--- src/hw/rtl/pqds_pkg.sv ---
// ----------------------------------------------------------------------------
// pqds_pkg
// shared types, constants and helpers of the product-quantization scan core
// ----------------------------------------------------------------------------
package pqds_pkg;

	localparam int SUBSPACES = 8;
	localparam int CODEWORDS = 256;
	localparam int KEEP_MAX  = 16;

	localparam int SUB_W  = 3;
	localparam int CW_W   = 8;
	localparam int VAL_W  = 16;
	localparam int TAG_W  = 32;
	localparam int CODE_W = 64;
	localparam int DIST_W = 19;
	localparam int RANK_W = 4;
	localparam int KC_W   = 5;
	localparam int SLOT_W = $clog2(KEEP_MAX);
	localparam int CNT_W  = $clog2(KEEP_MAX + 1);
	localparam int SUBA_W = (SUBSPACES > 1) ? $clog2(SUBSPACES) : 1;
	localparam int CWA_W  = $clog2(CODEWORDS);
	localparam int TADDR_W = $clog2(SUBSPACES * CODEWORDS);

	typedef enum logic [1:0] {
		CMD_WRITE  = 2'd0,
		CMD_START  = 2'd1,
		CMD_SCORE  = 2'd2,
		CMD_FINISH = 2'd3
	} cmd_t;

	typedef enum logic [2:0] {
		ST_IDLE,
		ST_SCORE,
		ST_SUM,
		ST_FIND,
		ST_UPDATE,
		ST_EMIT
	} state_t;

	typedef struct packed {
		logic [1:0]        command;
		logic [SUB_W-1:0]  table_subspace;
		logic [CW_W-1:0]   table_codeword;
		logic [VAL_W-1:0]  table_value;
		logic [TAG_W-1:0]  entry_tag;
		logic [CODE_W-1:0] entry_codes;
	} item_t;

	typedef struct packed {
		logic [TAG_W-1:0]  result_tag;
		logic [DIST_W-1:0] result_distance;
		logic [RANK_W-1:0] result_rank;
		logic              result_last;
		logic              result_empty;
	} result_t;

	// one kept slot with its ordering key
	typedef struct packed {
		logic [DIST_W-1:0] distance;
		logic [31:0]       arrival;
		logic [SLOT_W-1:0] slot;
	} key_t;

	// true when a orders strictly after b
	function automatic logic key_after(key_t a, key_t b);
		if (a.distance != b.distance) return a.distance > b.distance;
		if (a.arrival != b.arrival) return a.arrival > b.arrival;
		return a.slot > b.slot;
	endfunction

endpackage

--- src/hw/rtl/pqds_merge.sv ---
// ----------------------------------------------------------------------------
// pqds_merge
// adds the lane values into one registered total
// ----------------------------------------------------------------------------
module pqds_merge (
	input  logic                        clk,
	input  logic [pqds_pkg::VAL_W-1:0]  lane_value [pqds_pkg::SUBSPACES],
	output logic [pqds_pkg::DIST_W-1:0] total_s1
);
	logic [pqds_pkg::DIST_W-1:0] sum;

	always_comb begin
		sum = '0;
		for (int m = 0; m < pqds_pkg::SUBSPACES; m++)
			sum = sum + pqds_pkg::DIST_W'(lane_value[m]);
	end

	always_ff @(posedge clk) begin
		total_s1 <= sum;
	end
endmodule
--- config.mk ---
export PLATFORM = sky130hd
export DESIGN_NAME = pqds_merge
export DESIGN_NICKNAME = d
export VERILOG_FILES = /design/src/hw/rtl/pqds_pkg.sv /design/src/hw/rtl/pqds_merge.sv
export SDC_FILE = /design/constraint.sdc
export NUM_CORES = 1
export LEC_CHECK = 0
export BUFFER_PORTS_ARGS = -buffer_cell sky130_fd_sc_hd__buf_4
export CORE_MARGIN = 4
export CORE_UTILIZATION = 55
export CTS_CLUSTER_SIZE = 20
export DETAILED_ROUTE_END_ITERATION = 10
export MAX_ROUTING_LAYER = met4
export PLACE_DENSITY = 0.95
export SYNTH_ARGS = -nofsm -noshare
export SYNTH_HDL_FRONTEND = slang
export SYNTH_SLANG_ARGS = --single-unit
--- constraint.sdc ---
create_clock -name clk -period 15.8 [get_ports clk]
set_input_delay 3.16 -clock clk [delete_from_list [all_inputs] [get_ports clk]]
set_output_delay 3.16 -clock clk [all_outputs]
set_load 0.02 [all_outputs]
After elaboration in Yosys (flattened, before gate mapping)
Cells that the tools add are included.

word-level totals
  register bits after elaboration = 19
  input port bits = 129
  output and inout port bits = 19
  word-level logic and storage cells = 8

cells by class
  add/subtract/negate cells = 7

operators by type and width
  operator                 number
  adder 19 x 16 -> 19 bit  4
  adder 18 x 16 -> 19 bit  1
  adder 17 x 16 -> 18 bit  1
  adder 16 x 16 -> 17 bit  1

Depth between registers and ports, before layout
Gate-level depths: netlist (run 1).

  depth in word-level cells = 7
  depth in mapped cells = 15
  gate-level depth less buffers = 15

Worst setup path after synthesis (run 1)
Ideal clock, no wire load.

  kind = input -> register
  start = input lane_value[2] (netlist name)
  end = register total_s1[18] (netlist name)
  setup time = 122 ps
  arrival time = 7052 ps
  data required time = 15678 ps
  path slack = 8626 ps
  cell stages on the path = 15
  path buffers = 0
  cell sequence = inv_1 > fa_1 > inv_1 > fa_1 > fa_1 > inv_1 > fa_1 > inv_1 > ha_1 > fa_1 > a21o_2 > a31o_1 > a21oi_2 > nor2_1 > a311o_1

on the way
  word-level cells in the longest chain between the ends = 1

ends and longest elaborated chain
  item                     line              source
  start, declared          pqds_merge.sv:7   input logic [pqds_pkg::VAL_W-1:0] lane_value [pqds_pkg::SUBSPACES],
  adder 19 x 16 -> 19 bit  pqds_merge.sv:15  sum = sum + pqds_pkg::DIST_W'(lane_value[m]);
  via sum (one bit)        pqds_merge.sv:10  logic [pqds_pkg::DIST_W-1:0] sum;
  end signal, assigned     pqds_merge.sv:19  total_s1 <= sum;
  end, declared            pqds_merge.sv:8   output logic [pqds_pkg::DIST_W-1:0] total_s1

The timed path passes the listed nets, and every way through them passes these cells.

Worst setup path after layout (run 1)
Same ends and word-level chain as after synthesis.

==> metrics.md, run 1 <==
| Metric | Value |
|---|---|
| DRT Wirelength | 8.102 mm |
| Clock Root Buffer | clkbuf_8 |
| EDFF count, synth | 0 |
| Largest registers | total_s1: 19 flops |
| Port bufs | 147 |
| Synthesized area per cell | 9.235 um^2 |
| Vias per inst | 4.722 |
| Post-Synth Adder-Cell Area | 0.5734 |
| Final worst path period share | 0.4577 |
| CTS Sinks | 19 |
| Worst Hold Class | in -> reg |
| Overflow after GRT | 0 |
| Peak fanout along the critical path | 4 |
| Status | finished, final reports clean |
| Synthesized Nets | 647 |
| Max FFs per register | 19 |
| Routed Antenna Nets | 0 |
| Synth Cell Area | 3731 um^2 |
| Final setup TNS | 0 ns |
| Endpoints failing hold | 0 |
| Power Dens Cells | 187.9 nW/um^2 |
| Core area | 6459 um^2 |
| Top reg by flops | total_s1 |
| Largest net degree at the start of global routing | 12 |
| Slew Viols, Final | 0 |
| Critical Path End Type | flop |
| Area after DPL | 4920 um^2 |
| RSZ-0062 raised after global routing | false |
| I/O Pins | 148 |
| Iteration-0 DRC Markers | 77 |
| Fin nets | 796 |
| DP Wirelength | 7.704 mm |
| Setup Fix Bufs, Post-CTS | 0 |
| Area growth syn-to-layout | 33.10% |
| Sequential area share after synthesis | 0.1019 |
| Peak VDD IR | 0.1287 mV |
| Post-CTS sizing | 0 |
| Rows | 29 |
| Kind of critical path | in -> reg |
| Vias in the first global route | 3369 |
| WL/cell | 12.88 um |
| Most common flop cell mapped by yosys | dfxtp_1 |
| Vert. Die Dim | 90.37 um |
| Final Power | 0.9329 mW |
| Die area | 8166 um^2 |
| Syn Inst Count | 404 |
| DRT Pass-1 Iters | 6 |
| Final setup vio count | 0 |
| Synth cell types | 31 |
| Largest family of logic cells by synthesized area | adder cells |
| RD Place Congestion | 0.8586 |
| First-pass GRT wire length | 14.46 mm |
| Post-Synth XOR/XNOR Area | 0.03286 |
| Post-synthesis register bit count | 19 |
| Final Critical Period | 7.231 ns |
| Req. time, crit path | 15.94 ns |
| Achievable clock frequency | 138.3 MHz |
| Worst Max-Slew Pin Slew | 0.3326 ns |
| Die width | 90.37 um |
| Max-cap violations | 0 |
| Vias after detailed routing | 2970 |
| Share of cells above drive strength 1 | 0.2808 |
| Most common cell after layout, fill and taps aside | inv_1 |
| Post-layout instance area | 4966 um^2 |
| H-Tree Depth | 1 |
| Compound-Gate Fraction of Synth Area | 0.07009 |
| CTS buffer count | 3 |
| Initial antenna violation count | 0 |
| Hold slack | 3.250 ns |
| CP arrival | 7.38 ns |
| CTS tree | built |
| Post-synthesis mux area share | 0 |
| Starting density of the core | 0.5777 |
| CTS clk-pin slew, worst paths | 0.07 ns |
| Async SR Flop Fraction | 0 |
| Bufs on Longest Clock Path | 2 |
| Commonest non-fill, non-tap cells in the layout | inv_1 (192), buf_4 (147), fa_1 (95) |
| Residual DRC count | 0 |
| Simple-gate share of the synthesized area | 0.02549 |
| Total track usage | 0.2199 |
| Ys Warns | 0 |
| Headroom to the max-slew limit | 0.7778 |
| Leakage power | 2.930 nW |
| Number of diodes | 0 |
| CP startpoint kind | input port |
| CTS Hold Bufs | 0 |
-- logic make-up after synthesis --
group	Yosys count
buf+inv	195
fa+ha+maj	114
compound gates	41
simple gates	21
flops	19
xor+xnor	14
-- cells in the mapped netlist, types with 2 or more instances --
cell | n | area (um^2)
nand4_1 | 3 | 18.77
o21bai_1 | 2 | 15.01
o211ai_1 | 3 | 22.52
fa_1 | 95 | 1902
dfxtp_1 | 19 | 380.4
o21ai_0 | 7 | 35.03
inv_1 | 192 | 720.7
xor2_1 | 8 | 70.07
a31oi_1 | 2 | 12.51
xnor2_1 | 6 | 52.55
a21oi_1 | 15 | 75.07
ha_1 | 19 | 237.7
clkbuf_1 | 3 | 11.26
nor2_1 | 5 | 18.77
nand2_1 | 9 | 33.78
-- through the flow --
step	instances	util	worst slack, ns
2_1_floorplan	404	-	8.626
3_3_place_gp	625	0.7617	8.410
3_5_place_dp	625	0.7617	8.331
4_1_cts	629	0.7689	8.546
5_1_grt	629	0.7689	8.358
6_report	629	0.7689	8.569
-- worst max-delay path: stages --
cell,delay (ns)
buf_4,0.08
inv_1,0.05
fa_1,0.54
inv_1,0.06
fa_1,0.51
fa_1,0.56
inv_1,0.06
fa_1,0.53
inv_1,0.04
ha_1,0.23
fa_1,0.41
a21o_2,0.25
a31o_1,0.25
a21oi_2,0.22
nor2_1,0.08
a311o_1,0.34
-- per-layer routing --
layer	vias to the layer above	track usage	wire length [um]
met2	129	0.4132	4457
met5	-	-	0
met3	6	0.03083	566
met4	0	0.03571	61
li1	1394	-	-
met1	1441	0.2535	3017
-- report_power, final --
group          total, mW  switching [mW]  internal (mW)
logic              0.803           0.449          0.355
clock network     0.0340          0.0164         0.0175
registers         0.0955         0.00757         0.0879
total              0.933           0.473          0.460
-- layout make-up --
type	instances	area, um^2
repair buffers	147	1104
inverters	192	720.7
flip-flops and latches	19	380.4
clock inverters	1	5.005
fillers	432	1493
multi-input cells	190	2619
clock buffers	3	41.29
well taps	77	96.34
-- path summary, 6_finish.rpt --
kind                            start           end  slack, ns  cells after the start
worst min-delay path  lane_value[112]   total_s1[0]       3.25                      3
worst max-delay path    lane_value[2]  total_s1[18]       8.57                     16
No activity file was read; power rests on OpenSTA's default activity.
==> run 2: changes to the inputs <==
- CORE_UTILIZATION: 55 -> 46
- PLACE_DENSITY: 0.95 -> 0.87
- clock period: 15.8 -> 6.4 ns (I/O delays scaled with it)
==> run 2 against run 1 <==
  * Global-route usage shrank 3.5 points
  * Worst setup slack lost 7.5 ns
  * Non-clock buffer count is the same
  * Clock power grew 140%
  * Cell count grew 4.0%
  * Total power grew 150%
  * Sequential share of layout area is essentially flat
  * Core utilization shrank 13 points
  * Cell area grew 0.63%
  * Sequential cell count is the same
  * Clock-buffer cell count is the same
  * Critical path type unchanged
  * Critical endpoint unchanged
  * Largest power group unchanged
  * Highest routed layer unchanged
==> metrics.md, run 2 (synthesized netlist as in run 1, its figures left out) <==
| Metric | Value |
|---|---|
| Max-cap violations | 0 (unchanged) |
| Share of cells above drive strength 1 | 0.2808 (unchanged) |
| Multi-input gate area | 2619 um^2 (unchanged) |
| Vert. Die Dim | 98.06 um (was 90.37 um) |
| Vias after detailed routing | 2904 (was 2970) |
| Final worst path period share | 0.8342 |
| Number of diodes | 0 (unchanged) |
| Final setup vio count | 0 (unchanged) |
| Setup Fix Bufs, Post-CTS | 0 (unchanged) |
| Hold depth | 3 (unchanged) |
| Worst Max-Slew Pin Slew | 0.3694 ns (was 0.3326 ns) |
| Endpoints failing hold | 0 (unchanged) |
| Final Critical Period | 5.339 ns |
| Worst setup margin | 1.061 ns (was 8.569 ns) |
| Peak fanout along the critical path | 4 (unchanged) |
| Iteration-0 DRC Markers | 41 (was 77) |
| DRT Pass-1 Iters | 4 (was 6) |
| First-pass GRT wire length | 14.38 mm (was 14.46 mm) |
| Most common cell after layout, fill and taps aside | inv_1 (unchanged) |
| Final setup TNS | 0 ns (unchanged) |
| DP Worst Slack | 0.8067 ns (was 8.331 ns) |
| Largest registers | total_s1: 19 flops (unchanged) |
| DP Wirelength | 7.678 mm (was 7.704 mm) |
| Fill cell count | 633 (was 432) |
| Status | finished, final reports clean (unchanged) |
| RD Place Congestion | 0.9114 (was 0.8586) |
| Vias in the first global route | 3491 (was 3369) |
| CTS tree | built (unchanged) |
| Commonest non-fill, non-tap cells in the layout | inv_1 (192), buf_4 (147), fa_1 (95) (unchanged) |
| DRT Wirelength | 8.028 mm (was 8.102 mm) |
| Post-Layout Cell Count | 654 (was 629) |
| Kind of critical path | in -> reg (unchanged) |
| RSZ-0062 raised after global routing | false (unchanged) |
| Critical Path End Type | flop (unchanged) |
| CP arrival | 5.48 ns (was 7.38 ns) |
| Fin nets | 796 (unchanged) |
| Post-CTS sizing | 0 (unchanged) |
| Leakage power | 2.930 nW (unchanged) |
| Max FFs per register | 19 (unchanged) |
| Final Power | 2.287 mW (was 0.9329 mW) |
| H-Tree Depth | 1 (unchanged) |
| Port bufs | 147 (unchanged) |
| Die area | 9616 um^2 (was 8166 um^2) |
| CTS clk-pin slew, worst paths | 0.07 ns (about the same) |
| Headroom to the max-slew limit | 0.7532 (was 0.7778) |
| Vias per inst | 4.440 (was 4.722) |
| Slew Viols, Final | 0 (unchanged) |
| Clock Root Buffer | clkbuf_8 (unchanged) |
| Overflow after GRT | 0 (unchanged) |
| CTS Sinks | 19 (unchanged) |
| Routed Antenna Nets | 0 (unchanged) |
| I/O Pins | 148 (unchanged) |
| Total track usage | 0.1848 (was 0.2199) |
| Achievable clock frequency | 187.3 MHz |
| CTS Hold Bufs | 0 (unchanged) |
| Top reg by flops | total_s1 (unchanged) |
| Core area | 7807 um^2 (was 6459 um^2) |
| Register area | 380.4 um^2 (unchanged) |
| Rows | 32 (was 29) |
| Peak VDD IR | 0.2209 mV (was 0.1287 mV) |
| CP startpoint kind | input port (unchanged) |
| Req. time, crit path | 6.54 ns (was 15.94 ns) |
| Area growth syn-to-layout | 33.94% (was 33.10%) |
| Placed insts | 650 (was 625) |
| Starting density of the core | 0.4779 (was 0.5777) |
| Largest net degree at the start of global routing | 12 (unchanged) |
| Residual DRC count | 0 (unchanged) |
| Post-layout instance area | 4997 um^2 (was 4966 um^2) |
| Die width | 98.06 um (was 90.37 um) |
| CTS buffer count | 3 (unchanged) |
| Area after DPL | 4951 um^2 (was 4920 um^2) |
| Worst Hold Class | in -> reg (unchanged) |
| WL/cell | 12.28 um (was 12.88 um) |
| Initial antenna violation count | 0 (unchanged) |
| Power Dens Cells | 457.6 nW/um^2 (was 187.9 nW/um^2) |
| Bufs on Longest Clock Path | 2 (unchanged) |
==> run 2: cell counts in the layout (fill, tap and decap cells not counted) <==
No cell type changed its count.
==> run 2: per-stage QoR <==
step           hold WS, ns    util
6_report             1.382  0.6401
5_1_grt              1.393  0.6401
4_1_cts              1.379  0.6401
3_5_place_dp         1.648  0.6341
3_3_place_gp         1.619  0.6341
2_1_floorplan        1.523       -
==> run 2: layout make-up <==
type                       count  share of cell area
tap                          102             0.02554
clock buffer                   3            0.008262
sequential                    19             0.07611
clock inverter                 1            0.001002
multi-input combinational    190              0.5240
timing repair buffer         147              0.2208
inverter                     192              0.1442
==> run 2: routing by layer <==
layer | global-route usage | share of wire
met5 | - | 0
met3 | 0.02071 | 0.071
met1 | 0.1985 | 0.36
met4 | 0.03195 | 0.011
met2 | 0.3649 | 0.56
==> run 2: final timing paths <==
kind,start,end
max,lane_value[2],total_s1[18]
min,lane_value[112],total_s1[0]
==> run 2: power breakdown <==
part           total [mW]  leakage [nW]  switching, mW  internal (mW)
registers           0.237         0.160         0.0194          0.217
logic                1.97          2.74           1.10          0.870
clock network      0.0815        0.0255         0.0383         0.0432
total                2.29          2.93           1.16           1.13
==> run 2: worst max-delay path, cell delays in order <==
cell	delay (ns)
buf_4	0.08
inv_1	0.05
fa_1	0.55
inv_1	0.06
fa_1	0.51
fa_1	0.55
inv_1	0.05
fa_1	0.53
inv_1	0.05
ha_1	0.23
fa_1	0.41
a21o_2	0.25
a31o_1	0.24
a21oi_2	0.21
nor2_1	0.08
a311o_1	0.34
